File: config.mk
export PLATFORM = sky130hd
export DESIGN_NAME = hill_cipher_2x2_mod26_top
export DESIGN_NICKNAME = d
export VERILOG_FILES = /design/src/sv/hc2_pkg.sv /design/src/sv/hill_cipher_2x2_mod26_top.sv /design/src/sv/hc2_keygen.sv /design/src/sv/hc2_lane.sv
export VERILOG_INCLUDE_DIRS = /design/src /design/src/sv
export SDC_FILE = /design/constraint.sdc
export NUM_CORES = 2
export LEC_CHECK = 0
export ABC_AREA = 1
export BUFFER_PORTS_ARGS = -buffer_cell sky130_fd_sc_hd__buf_2
export CELL_PAD_IN_SITES_DETAIL_PLACEMENT = 0
export CELL_PAD_IN_SITES_GLOBAL_PLACEMENT = 1
export CORE_MARGIN = 5
export CORE_UTILIZATION = 46
export CTS_BUF_LIST = sky130_fd_sc_hd__clkbuf_4 sky130_fd_sc_hd__clkbuf_8 sky130_fd_sc_hd__clkbuf_16
export DETAILED_ROUTE_END_ITERATION = 16
export HOLD_SLACK_MARGIN = 0.12
export PLACE_DENSITY_LB_ADDON = 0.1
export SYNTH_ARGS = -nofsm -noshare
export SYNTH_HDL_FRONTEND = slang
export SYNTH_SLANG_ARGS = --single-unit
File: constraint.sdc
create_clock -name clk -period 18.55 [get_ports clk]
set_input_delay 1.855 -clock clk [delete_from_list [all_inputs] [get_ports clk]]
set_output_delay 1.855 -clock clk [all_outputs]
set_load 0.02 [all_outputs]
File: src/sv/hill_cipher_2x2_mod26_top_assert.svh
// Assertion macros for the Hill cipher block.
`ifndef HILL_CIPHER_2X2_MOD26_TOP_ASSERT_SVH
`define HILL_CIPHER_2X2_MOD26_TOP_ASSERT_SVH

`ifndef NO_ASSERTIONS

// Same-cycle implication.
`define HC2_ASSERT_NOW(label, pre, post) \
  label: assert property (@(posedge clk) disable iff (!rst_n) (pre) |-> (post)) \
    else $error("hc2 assertion failed");

// Next-cycle implication.
`define HC2_ASSERT_NEXT(label, pre, post) \
  label: assert property (@(posedge clk) disable iff (!rst_n) (pre) |=> (post)) \
    else $error("hc2 assertion failed");

`else

`define HC2_ASSERT_NOW(label, pre, post)
`define HC2_ASSERT_NEXT(label, pre, post)

`endif

`endif

File: src/sv/hc2_pkg.sv
// Shared types, constants and modulo-26 helpers for the Hill cipher block.
package hc2_pkg;

  localparam int MODULUS      = 26;
  localparam int LETTER_W     = 5;
  localparam int PROD_W       = 10;
  localparam int SUM_W        = 11;
  localparam int CHAR_W       = 8;
  localparam int OUT_CHAR_W   = 7;
  localparam int CFG_IDX_W    = 3;
  localparam int CFG_DATA_W   = 5;
  localparam int PIPE_STAGES  = 6;
  localparam int LETTER_DELAY = 4;

  localparam logic [11:0] RECIP26 = 12'd2521;

  localparam logic [CHAR_W-1:0] ASCII_UPPER_A = 8'h41;
  localparam logic [CHAR_W-1:0] ASCII_UPPER_Z = 8'h5A;
  localparam logic [CHAR_W-1:0] ASCII_LOWER_A = 8'h61;
  localparam logic [CHAR_W-1:0] ASCII_LOWER_Z = 8'h7A;

  localparam logic [CFG_IDX_W-1:0] CFG_KEY_R0C0  = 3'd0;
  localparam logic [CFG_IDX_W-1:0] CFG_KEY_R0C1  = 3'd1;
  localparam logic [CFG_IDX_W-1:0] CFG_KEY_R1C0  = 3'd2;
  localparam logic [CFG_IDX_W-1:0] CFG_KEY_R1C1  = 3'd3;
  localparam logic [CFG_IDX_W-1:0] CFG_DIRECTION = 3'd4;

  localparam logic [LETTER_W-1:0] KEY_R0C0_RST = 5'd9;
  localparam logic [LETTER_W-1:0] KEY_R0C1_RST = 5'd4;
  localparam logic [LETTER_W-1:0] KEY_R1C0_RST = 5'd5;
  localparam logic [LETTER_W-1:0] KEY_R1C1_RST = 5'd7;

  localparam logic DIR_ENCRYPT = 1'b0;
  localparam logic DIR_DECRYPT = 1'b1;

  typedef struct packed {
    logic [LETTER_W-1:0] m00;
    logic [LETTER_W-1:0] m01;
    logic [LETTER_W-1:0] m10;
    logic [LETTER_W-1:0] m11;
  } hc2_mat_t;

  typedef struct packed {
    logic                ok;
    logic [LETTER_W-1:0] val;
  } hc2_inv_t;

  function automatic logic [LETTER_W-1:0] red26(logic [LETTER_W-1:0] x);
    logic [LETTER_W-1:0] r;
    r = (x >= LETTER_W'(MODULUS)) ? LETTER_W'(x - LETTER_W'(MODULUS)) : x;
    return r;
  endfunction

  function automatic logic [LETTER_W-1:0] neg26(logic [LETTER_W-1:0] x);
    logic [LETTER_W-1:0] r;
    r = (x == '0) ? '0 : LETTER_W'(LETTER_W'(MODULUS) - x);
    return r;
  endfunction

  function automatic logic [LETTER_W-1:0] mod26(logic [SUM_W-1:0] x);
    logic [22:0]      prod;
    logic [SUM_W-1:0] q;
    logic [SUM_W-1:0] r;
    prod = 23'(x) * 23'(RECIP26);
    q    = SUM_W'(prod[22:16]);
    r    = SUM_W'(x - SUM_W'(q * SUM_W'(MODULUS)));
    if (r >= SUM_W'(MODULUS)) begin
      r = SUM_W'(r - SUM_W'(MODULUS));
    end
    return r[LETTER_W-1:0];
  endfunction

  function automatic hc2_inv_t inv26(logic [LETTER_W-1:0] d);
    hc2_inv_t r;
    r.ok = 1'b1;
    case (d)
      5'd1:    r.val = 5'd1;
      5'd3:    r.val = 5'd9;
      5'd5:    r.val = 5'd21;
      5'd7:    r.val = 5'd15;
      5'd9:    r.val = 5'd3;
      5'd11:   r.val = 5'd19;
      5'd15:   r.val = 5'd7;
      5'd17:   r.val = 5'd23;
      5'd19:   r.val = 5'd11;
      5'd21:   r.val = 5'd5;
      5'd23:   r.val = 5'd17;
      5'd25:   r.val = 5'd25;
      default: begin
        r.ok  = 1'b0;
        r.val = '0;
      end
    endcase
    return r;
  endfunction

  function automatic logic [LETTER_W-1:0] letter_value(logic [CHAR_W-1:0] c);
    logic [LETTER_W-1:0] v;
    v = '0;
    if (c inside {[ASCII_UPPER_A:ASCII_UPPER_Z]}) begin
      v = LETTER_W'(c - ASCII_UPPER_A);
    end else if (c inside {[ASCII_LOWER_A:ASCII_LOWER_Z]}) begin
      v = LETTER_W'(c - ASCII_LOWER_A);
    end
    return v;
  endfunction

endpackage

File: src/sv/hill_cipher_2x2_mod26_top.sv
// Top level of the 2x2 Hill cipher: config registers, pipeline control, lanes and output merge.
//
//  channel | handshake          | payload
//  --------+--------------------+------------------------------------------------------
//  in      | in_valid/in_ready  | in_first_char, in_second_char, in_last_block
//  out     | out_valid/out_ready| out_first, out_second, out_key_error, out_last
//  cfg     | cfg_we             | cfg_index, cfg_data
//
//  One transaction per cycle while the output is not stalled.
//  Depth is set by the key-inverse pipeline (products, reduce, inverse scale, reduce)
//  followed by two lane stages and the output register.
//  Reset clears valid bits and loads the default key in encrypt mode.
//  A stalled output freezes the whole pipeline; in_ready drops only then.
`include "hill_cipher_2x2_mod26_top_assert.svh"

module hill_cipher_2x2_mod26_top (
  input  logic                             clk,
  input  logic                             rst_n,
  input  logic                             in_valid,
  output logic                             in_ready,
  input  logic [hc2_pkg::CHAR_W-1:0]       in_first_char,
  input  logic [hc2_pkg::CHAR_W-1:0]       in_second_char,
  input  logic                             in_last_block,
  output logic                             out_valid,
  input  logic                             out_ready,
  output logic [hc2_pkg::OUT_CHAR_W-1:0]   out_first,
  output logic [hc2_pkg::OUT_CHAR_W-1:0]   out_second,
  output logic                             out_key_error,
  output logic                             out_last,
  input  logic                             cfg_we,
  input  logic [hc2_pkg::CFG_IDX_W-1:0]    cfg_index,
  input  logic [hc2_pkg::CFG_DATA_W-1:0]   cfg_data
);

  hc2_pkg::hc2_mat_t                 key_r;
  logic                              dir_r;
  logic                              adv;
  logic [hc2_pkg::PIPE_STAGES-1:0]   vld_r;
  logic                              out_valid_r;
  logic [hc2_pkg::LETTER_W-1:0]      p0_r [hc2_pkg::LETTER_DELAY];
  logic [hc2_pkg::LETTER_W-1:0]      p1_r [hc2_pkg::LETTER_DELAY];
  logic [hc2_pkg::PIPE_STAGES-1:0]   last_r;
  logic                              err5_r;
  logic                              err6_r;
  hc2_pkg::hc2_mat_t                 eff;
  logic                              err4;
  logic [hc2_pkg::LETTER_W-1:0]      c0;
  logic [hc2_pkg::LETTER_W-1:0]      c1;
  logic [hc2_pkg::OUT_CHAR_W-1:0]    first_r;
  logic [hc2_pkg::OUT_CHAR_W-1:0]    second_r;
  logic [hc2_pkg::OUT_CHAR_W-1:0]    first_nxt;
  logic [hc2_pkg::OUT_CHAR_W-1:0]    second_nxt;
  logic                              key_error_r;
  logic                              last_out_r;

  assign adv      = !out_valid_r || out_ready;
  assign in_ready = adv;

  always_ff @(posedge clk) begin
    if (!rst_n) begin
      key_r.m00 <= hc2_pkg::KEY_R0C0_RST;
      key_r.m01 <= hc2_pkg::KEY_R0C1_RST;
      key_r.m10 <= hc2_pkg::KEY_R1C0_RST;
      key_r.m11 <= hc2_pkg::KEY_R1C1_RST;
      dir_r     <= hc2_pkg::DIR_ENCRYPT;
    end else if (cfg_we) begin
      case (cfg_index)
        hc2_pkg::CFG_KEY_R0C0:  key_r.m00 <= cfg_data;
        hc2_pkg::CFG_KEY_R0C1:  key_r.m01 <= cfg_data;
        hc2_pkg::CFG_KEY_R1C0:  key_r.m10 <= cfg_data;
        hc2_pkg::CFG_KEY_R1C1:  key_r.m11 <= cfg_data;
        hc2_pkg::CFG_DIRECTION: dir_r     <= cfg_data[0];
        default: ;
      endcase
    end
  end

  always_ff @(posedge clk) begin
    if (!rst_n) begin
      vld_r       <= '0;
      out_valid_r <= 1'b0;
    end else if (adv) begin
      vld_r       <= {vld_r[hc2_pkg::PIPE_STAGES-2:0], in_valid};
      out_valid_r <= vld_r[hc2_pkg::PIPE_STAGES-1];
    end
  end

  always_ff @(posedge clk) begin
    if (adv) begin
      p0_r[0] <= hc2_pkg::letter_value(in_first_char);
      p1_r[0] <= hc2_pkg::letter_value(in_second_char);
      for (int i = 1; i < hc2_pkg::LETTER_DELAY; i++) begin
        p0_r[i] <= p0_r[i-1];
        p1_r[i] <= p1_r[i-1];
      end
      last_r <= {last_r[hc2_pkg::PIPE_STAGES-2:0], in_last_block};
      err5_r <= err4;
      err6_r <= err5_r;
    end
  end

  hc2_keygen u_keygen (
    .clk   (clk),
    .en    (adv),
    .key_i (key_r),
    .dir_i (dir_r),
    .eff_o (eff),
    .err_o (err4)
  );

  hc2_lane u_lane0 (
    .clk  (clk),
    .en   (adv),
    .p0_i (p0_r[hc2_pkg::LETTER_DELAY-1]),
    .p1_i (p1_r[hc2_pkg::LETTER_DELAY-1]),
    .e0_i (eff.m00),
    .e1_i (eff.m10),
    .c_o  (c0)
  );

  hc2_lane u_lane1 (
    .clk  (clk),
    .en   (adv),
    .p0_i (p0_r[hc2_pkg::LETTER_DELAY-1]),
    .p1_i (p1_r[hc2_pkg::LETTER_DELAY-1]),
    .e0_i (eff.m01),
    .e1_i (eff.m11),
    .c_o  (c1)
  );

  assign first_nxt  = err6_r ? '0 :
                      hc2_pkg::OUT_CHAR_W'(c0) + hc2_pkg::ASCII_UPPER_A[hc2_pkg::OUT_CHAR_W-1:0];
  assign second_nxt = err6_r ? '0 :
                      hc2_pkg::OUT_CHAR_W'(c1) + hc2_pkg::ASCII_UPPER_A[hc2_pkg::OUT_CHAR_W-1:0];

  always_ff @(posedge clk) begin
    if (adv) begin
      first_r     <= first_nxt;
      second_r    <= second_nxt;
      key_error_r <= err6_r;
      last_out_r  <= last_r[hc2_pkg::PIPE_STAGES-1];
    end
  end

  assign out_valid     = out_valid_r;
  assign out_first     = first_r;
  assign out_second    = second_r;
  assign out_key_error = key_error_r;
  assign out_last      = last_out_r;

  `HC2_ASSERT_NOW(a_err_zeroes, out_valid && out_key_error, out_first == '0 && out_second == '0)
  `HC2_ASSERT_NOW(a_letter_range, out_valid && !out_key_error, out_first >= 7'd65 && out_first <= 7'd90 && out_second >= 7'd65 && out_second <= 7'd90)
  `HC2_ASSERT_NEXT(a_enter_pipe, in_valid && in_ready, vld_r[0])
  `HC2_ASSERT_NEXT(a_stall_hold, !adv, $stable(vld_r) && out_valid_r)

endmodule

File: src/sv/hc2_keygen.sv
// Effective key pipeline: key reduced modulo 26 for encrypt, modular inverse key for decrypt.
module hc2_keygen (
  input  logic             clk,
  input  logic             en,
  input  hc2_pkg::hc2_mat_t key_i,
  input  logic             dir_i,
  output hc2_pkg::hc2_mat_t eff_o,
  output logic             err_o
);

  hc2_pkg::hc2_mat_t                red;
  hc2_pkg::hc2_mat_t                k1_mat_r;
  hc2_pkg::hc2_mat_t                k2_mat_r;
  hc2_pkg::hc2_mat_t                k3_mat_r;
  hc2_pkg::hc2_mat_t                eff_r;
  hc2_pkg::hc2_mat_t                eff_nxt;
  logic [hc2_pkg::PROD_W-1:0]       ad_r;
  logic [hc2_pkg::PROD_W-1:0]       bc_r;
  logic [hc2_pkg::LETTER_W-1:0]     det_r;
  logic [hc2_pkg::LETTER_W-1:0]     det_nxt;
  logic [hc2_pkg::PROD_W-1:0]       p00_r;
  logic [hc2_pkg::PROD_W-1:0]       p01_r;
  logic [hc2_pkg::PROD_W-1:0]       p10_r;
  logic [hc2_pkg::PROD_W-1:0]       p11_r;
  logic                             k1_dir_r;
  logic                             k2_dir_r;
  logic                             k3_dir_r;
  logic                             k3_err_r;
  logic                             err_r;
  hc2_pkg::hc2_inv_t                inv;

  always_comb begin
    red.m00 = hc2_pkg::red26(key_i.m00);
    red.m01 = hc2_pkg::red26(key_i.m01);
    red.m10 = hc2_pkg::red26(key_i.m10);
    red.m11 = hc2_pkg::red26(key_i.m11);
  end

  assign det_nxt = hc2_pkg::mod26(hc2_pkg::SUM_W'(ad_r) + hc2_pkg::SUM_W'(650)
                                  - hc2_pkg::SUM_W'(bc_r));
  assign inv     = hc2_pkg::inv26(det_r);

  always_comb begin
    if (k3_dir_r == hc2_pkg::DIR_DECRYPT) begin
      eff_nxt.m00 = hc2_pkg::mod26(hc2_pkg::SUM_W'(p00_r));
      eff_nxt.m01 = hc2_pkg::mod26(hc2_pkg::SUM_W'(p01_r));
      eff_nxt.m10 = hc2_pkg::mod26(hc2_pkg::SUM_W'(p10_r));
      eff_nxt.m11 = hc2_pkg::mod26(hc2_pkg::SUM_W'(p11_r));
    end else begin
      eff_nxt = k3_mat_r;
    end
  end

  always_ff @(posedge clk) begin
    if (en) begin
      ad_r     <= hc2_pkg::PROD_W'(red.m00 * red.m11);
      bc_r     <= hc2_pkg::PROD_W'(red.m01 * red.m10);
      k1_mat_r <= red;
      k1_dir_r <= dir_i;

      det_r    <= det_nxt;
      k2_mat_r <= k1_mat_r;
      k2_dir_r <= k1_dir_r;

      p00_r    <= hc2_pkg::PROD_W'(k2_mat_r.m11 * inv.val);
      p01_r    <= hc2_pkg::PROD_W'(hc2_pkg::neg26(k2_mat_r.m01) * inv.val);
      p10_r    <= hc2_pkg::PROD_W'(hc2_pkg::neg26(k2_mat_r.m10) * inv.val);
      p11_r    <= hc2_pkg::PROD_W'(k2_mat_r.m00 * inv.val);
      k3_mat_r <= k2_mat_r;
      k3_dir_r <= k2_dir_r;
      k3_err_r <= (k2_dir_r == hc2_pkg::DIR_DECRYPT) && !inv.ok;

      eff_r    <= eff_nxt;
      err_r    <= k3_err_r;
    end
  end

  assign eff_o = eff_r;
  assign err_o = err_r;

endmodule

File: src/sv/hc2_lane.sv
// One output column: dot product of the letter pair with a key column, modulo 26.
module hc2_lane (
  input  logic                         clk,
  input  logic                         en,
  input  logic [hc2_pkg::LETTER_W-1:0] p0_i,
  input  logic [hc2_pkg::LETTER_W-1:0] p1_i,
  input  logic [hc2_pkg::LETTER_W-1:0] e0_i,
  input  logic [hc2_pkg::LETTER_W-1:0] e1_i,
  output logic [hc2_pkg::LETTER_W-1:0] c_o
);

  logic [hc2_pkg::PROD_W-1:0]   prod0_r;
  logic [hc2_pkg::PROD_W-1:0]   prod1_r;
  logic [hc2_pkg::LETTER_W-1:0] c_r;
  logic [hc2_pkg::LETTER_W-1:0] c_nxt;

  assign c_nxt = hc2_pkg::mod26(hc2_pkg::SUM_W'(prod0_r) + hc2_pkg::SUM_W'(prod1_r));

  always_ff @(posedge clk) begin
    if (en) begin
      prod0_r <= hc2_pkg::PROD_W'(p0_i * e0_i);
      prod1_r <= hc2_pkg::PROD_W'(p1_i * e1_i);
      c_r     <= c_nxt;
    end
  end

  assign c_o = c_r;

endmodule

=== Word-level counts from Yosys, hierarchy flattened ===
Memory sizes are Yosys's and may differ from the RTL's.
Index checks and enable logic that the tools add are counted.

* Logic and storage cells: 180
* Bits in writable memories: 40
* Memories: 2
* Register bits after elaboration: 252

* Multiply operators: 24
* Reduce and logical (&&, ||, !) cells: 17
* Add/sub/neg operators: 30
* Equal/unequal tests: 16
* Order comparisons: 19
* Muxes and demuxes: 24

{| class="wikitable"
|+ Memory list
! name !! words !! width !! rd ports !! clocked after memory_dff !! wr ports !! RTL line !! text
|-
| p0_r || 4 || 5 || 4 || 0 || 4 || hill_cipher_2x2_mod26_top.sv:40 || <nowiki>logic [hc2_pkg::LETTER_W-1:0] p0_r [hc2_pkg::LETTER_DELAY];</nowiki>
|-
| p1_r || 4 || 5 || 4 || 0 || 4 || hill_cipher_2x2_mod26_top.sv:41 || <nowiki>logic [hc2_pkg::LETTER_W-1:0] p1_r [hc2_pkg::LETTER_DELAY];</nowiki>
|}

{| class="wikitable"
|+ Operator list
! cell !! number
|-
| $mul A5 B5 Y10 || 10
|-
| $mux W5 || 19
|-
| $mul A10 B12 Y22 const B || 4
|-
| $ge A11 B5 Y1 const B || 7
|-
| $mul A11 B12 Y23 const B || 3
|-
| $pmux W5 S12 || 1
|-
| $sub A5 B5 Y5 const B || 11
|-
| $sub A10 B11 Y11 || 4
|-
| $mul A6 B4 Y10 const B || 4
|-
| $sub A11 B11 Y11 || 3
|-
| $ge A8 B7 Y1 const B || 4
|-
| $le A8 B7 Y1 const B || 4
|-
| $mul A7 B4 Y10 const B || 3
|-
| $eq A5 B5 Y1 const B || 5
|-
| $add A10 B10 Y11 || 2
|-
| $ge A5 B5 Y1 const B || 4
|-
| $mux W20 || 1
|-
| $sub A5 B1 Y5 const B || 4
|-
| $eq A5 B4 Y1 const B || 3
|-
| $add A5 B7 Y7 const B || 2
|-
| $reduce_or A12 Y1 || 1
|-
| $add A10 B10 Y11 const B || 1
|-
| $sub A11 B10 Y11 || 1
|-
| $eq A5 B3 Y1 const B || 2
|-
| 13 further kinds || 27
|}

=== Depth between registers and ports, before layout ===
* Depth in word-level cells: 7
* Gate-level depth with buffers: 55
* Mapped depth without buffers: 55

=== By module ===
A second synthesis with hierarchy kept.

* Cell total of the unflattened synthesis: 4803
* Area total of the unflattened synthesis: 41398.5 µm²

{| class="wikitable"
|+ Modules (own cells, without submodules)
! module !! seq. area each (µm²) !! cells each !! area each (µm²) !! instances
|-
| hc2_keygen || 4504.3 || 2983 || 25866.1 || 1
|-
| hc2_lane || 750.7 || 760 || 6035.8 || 2
|-
| hill_cipher_2x2_mod26_top || 2452.4 || 300 || 3460.8 || 1
|}

=== Worst setup path before layout ===
No wires, ideal clock.

* Kind: in2out
* Start: input port out_ready
* End: output port in_ready
* Data arrival time: 7.221 ns
* Cell stages on the path: 2
* Data required time: 16.695 ns
* Path slack: 9.474 ns
* Path buffers: 0
* Path through: nor2_1 inv_1

* Longest elaborated chain between the ends: 1

{| class="wikitable"
|+ Ends and longest elaborated chain
! item !! RTL line !! text
|-
| start: declaration || hill_cipher_2x2_mod26_top.sv:25 || <nowiki>input logic out_ready,</nowiki>
|-
| $logic_or A1 B1 Y1 || hill_cipher_2x2_mod26_top.sv:56 || <nowiki>assign adv = !out_valid_r || out_ready;</nowiki>
|-
| end: declaration || hill_cipher_2x2_mod26_top.sv:20 || <nowiki>output logic in_ready,</nowiki>
|}

No other way between the ends.

=== Worst setup path in the final report ===
* Start: register u_lane0.prod1_r[3] (netlist name)
* End: register u_lane0.c_r (netlist bit u_lane0.c_o[1]) (data pin)

* Longest elaborated chain between the ends: 6
* Elaborated cells on any way between the ends: 7
* Those cells by class: add/sub: 3; mul: 2; order compare: 1; mux: 1

{| class="wikitable"
|+ Ends and longest elaborated chain
! item !! RTL line !! text
|-
| start: declaration || hc2_lane.sv:13 || <nowiki>logic [hc2_pkg::PROD_W-1:0] prod1_r;</nowiki>
|-
| start signal: assignment || hc2_lane.sv:22 || <nowiki>prod1_r <= hc2_pkg::PROD_W'(p1_i * e1_i);</nowiki>
|-
| $add A10 B10 Y11 * || hc2_lane.sv:17 || <nowiki>assign c_nxt = hc2_pkg::mod26(hc2_pkg::SUM_W'(prod0_r) + hc2_pkg::SUM_W'(prod1_r));</nowiki>
|-
| $mul A11 B12 Y23 || hc2_pkg.sv:64 || <nowiki>prod = 23'(x) * 23'(RECIP26);</nowiki>
|-
| $mul A7 B4 Y10 || hc2_pkg.sv:66 || <nowiki>r = SUM_W'(x - SUM_W'(q * SUM_W'(MODULUS)));</nowiki>
|-
| $sub A11 B11 Y11 * || hc2_pkg.sv:66 ||
|-
| $ge A11 B5 Y1 / $sub A5 B5 Y5 (equally long branches) || hc2_pkg.sv:67, hc2_pkg.sv:68 ||
|-
| $mux W5 * || hc2_pkg.sv:67 || <nowiki>if (r >= SUM_W'(MODULUS)) begin</nowiki>
|-
| via u_lane0.c_nxt, one bit || hc2_lane.sv:15 || <nowiki>logic [hc2_pkg::LETTER_W-1:0] c_nxt;</nowiki>
|-
| end signal: assignment || hc2_lane.sv:23 || <nowiki>c_r <= c_nxt;</nowiki>
|-
| end: declaration || hc2_lane.sv:14 || <nowiki>logic [hc2_pkg::LETTER_W-1:0] c_r;</nowiki>
|}

Mark *: on every way through the listed nets, which the timed path passes. The rest lies on a longest branch.
A chain may end at the register's enable or synchronous reset.

==> results.json <==
{
  "pin_count": 48,
  "setup_viol": 0,
  "hold_path.class": "flop to flop",
  "cts.repair.resized": 0,
  "grt_pass1_vias": 30237,
  "final_cell_mix": "1101 x inv_1, 868 x ha_1, 714 x nand2_1",
  "wirelength_um": 84700,
  "hold_violations": 0,
  "wl_per_cell_um": 14.2,
  "grt_pass1_wl_um": 146000,
  "yosysWarnings": 0,
  "area_delta_synth_final_pct": 6.59,
  "crit_path_top_delay_cell": "xnor2_1",
  "slew_headroom": 0.296,
  "regArea_um2": 8460,
  "grt_max_degree": 82,
  "rsz0062_at_grt": "no",
  "start_util": 0.464,
  "viasPerCell": 4.94,
  "netlist_area_um2": 41200,
  "final_common_cell": "inv_1",
  "synth_nets": 5957,
  "htree_levels": 2,
  "drc_errors": 0,
  "antenna_left": 0,
  "seq_area_frac_synth": 0.205,
  "drv_slew": 0,
  "crit_type": "flop to flop",
  "clock_path_buffers": 3,
  "startpoint_type": "flop",
  "die_y_um": 309,
  "clock.fmax_mhz": 106,
  "ctsHoldBuffers": 0,
  "synthCells": 4704,
  "portBuffers": 47,
  "crit_fanout": 7,
  "finalSetupTns_ns": 0,
  "dp.final_hpwl_um": 73300,
  "cp-end-kind": "flop",
  "layout.nets": 6023,
  "worstPathRequired_ns": 18.84,
  "grt_usage": 0.184,
  "drt_iter0_markers": 1252,
  "cts_tree": "done",
  "die_area_um2": 95600,
  "synth_edf_count": 263,
  "clkSlewWorstSetupHoldPaths_ns": 0.06,
  "first_pass_iters": 5,
  "root_buffer": "clkbuf_16",
  "outcome": "completed",
  "arrival_ns": 9.73,
  "timing.critical_path.mode_cell": "nand2_1",
  "gp_congestion": 0.805,
  "antenna_found_initial": 2,
  "maxCapViolations": 0,
  "fp.dieW_um": 309,
  "synth_seq_cells": 291,
  "finalClockSkew_ns": 0.0242,
  "synthArstFlopShare": 0,
  "synthFlopType": "edfxtp_1",
  "multi_input_area_um2": 28400,
  "routed-via-count": 29408,
  "grt_overflow_total": 0,
  "period_needed_ns": 9.44,
  "tightest_slew_ns": 1.05,
  "synth.distinct_cells": 56,
  "slowest_delay_ns": 0.79,
  "cts_setup_buffers": 0,
  "fill_cells": 8650,
  "insertion_delay_ns": 0.55,
  "cts_buffers": 34,
  "post-route-period-util": 0.509,
  "fp.coreArea_um2": 88600,
  "synth_area_per_cell_um2": 8.75,
  "final_layout_size_suffix_gt1_frac": 0.0415,
  "cts_num_sinks": 291,
  "rows": 109
}
routing by layer:
layer / routed length [µm] / GRT usage / vias to the layer above
met2: 41600 / 0.330 / 267
met5: 0 / 0 / -
met1: 39500 / 0.245 / 13765
li1: - / - / 15303
met4: 1370 / 0.0332 / 0
met3: 2240 / 0.0175 / 73
path summary, 6_finish.rpt:
kind,to,depth (start not counted),slack [ns],startpoint
worst min register to register,u_keygen.k2_mat_r[9],0,0.42,u_keygen.k1_mat_r[9]
worst min-delay path,u_keygen.k2_mat_r[9],0,0.42,u_keygen.k1_mat_r[9]
worst max-delay path,u_lane0.c_o[1],40,9.11,u_lane0.prod1_r[3]
worst max register to register,u_lane0.c_o[1],40,9.11,u_lane0.prod1_r[3]
synth_stat cells, types with 5 or more instances:
| cell | instances | area (µm²) |
|---|---|---|
| nor2_2 | 8 | 50.1 |
| a21o_1 | 29 | 218 |
| nor4_1 | 13 | 81.3 |
| inv_1 | 1102 | 4140 |
| o21ai_1 | 14 | 70.1 |
| ha_1 | 868 | 10900 |
| dfxtp_1 | 28 | 561 |
| clkbuf_1 | 19 | 71.3 |
| nand3b_1 | 13 | 97.6 |
| xor2_1 | 140 | 1230 |
| nand3_2 | 10 | 100 |
| nand4_1 | 62 | 388 |
| a21oi_1 | 246 | 1230 |
| nand2_2 | 31 | 194 |
| nor3_1 | 25 | 125 |
| xnor2_1 | 62 | 543 |
| edfxtp_1 | 263 | 7900 |
| o211ai_1 | 12 | 90.1 |
| o21ai_0 | 123 | 616 |
| nor2_1 | 267 | 1000 |
| nand2_1 | 714 | 2680 |
| a31oi_1 | 29 | 181 |
| fa_1 | 355 | 7110 |
| o21bai_1 | 17 | 128 |
| o31ai_1 | 5 | 37.5 |
| or2_2 | 9 | 56.3 |
| nand3_1 | 164 | 821 |
| inv_2 | 14 | 52.6 |
| o21a_1 | 5 | 37.5 |
| a21oi_2 | 6 | 52.6 |
worst max-delay path, delay by kind of cell, from the launching register on:
| family | cells | cell delay, ns |
|---|---|---|
| AOI/OAI and AO/OA | 7 | 1.22 |
| xor gates and xnor gates | 4 | 1.40 |
| adders and majority gates | 11 | 4.64 |
| buffers and inverters | 4 | 0.21 |
| DFF | 1 | 0.37 |
| and+or+nand+nor | 14 | 1.36 |
cell type report:
cell class,instances,share of cell area
well taps,1165,0.0332
clock inverters,16,0.00314
multi-input cells,3273,0.648
diodes,2,0.000114
repair buffers,54,0.00656
clock buffers,40,0.0210
inverters,1116,0.0956
flip-flops and latches,291,0.193
sequential cells by signal, summed over array words and instances (netlist names), 6 cells and up:
signal and cells:
key_r 20, last_r 6, out_first 7, out_second 6, p0_r 20, p1_r 20, u_keygen.ad_r 10, u_keygen.bc_r 10
u_keygen.eff_o 20, u_keygen.k1_mat_r 20, u_keygen.k2_mat_r 20, u_keygen.k3_mat_r 20, u_keygen.p00_r 10, u_keygen.p01_r 10, u_keygen.p10_r 10, u_keygen.p11_r 10
u_lane0.prod0_r 10, u_lane0.prod1_r 10, u_lane1.prod0_r 10, u_lane1.prod1_r 10, vld_r 6
metrics by stage:
step,utilization,hold slack [ns],instances,setup WS (ns),instance area [µm²]
global route,0.495,0.422,5955,8.35,43900
global placement,0.483,0.400,5899,9.17,42800
detailed placement,0.483,0.405,5899,9.09,42800
floorplan,-,0.400,4704,9.47,41200
CTS,0.495,0.414,5955,9.07,43900
finish,0.495,0.416,5957,9.11,43900
kinds of logic after synthesis:
logic type	synth area share
xor gates and xnor gates	0.0445
and+or+nand+nor	0.140
buffers and inverters	0.104
AOI/OAI and AO/OA	0.0691
adders and majority gates	0.436
DFF	0.205
Power is left out: the tool's default activity adds up to more than one toggle a clock period on the data nets, which glitch-free logic cannot reach.
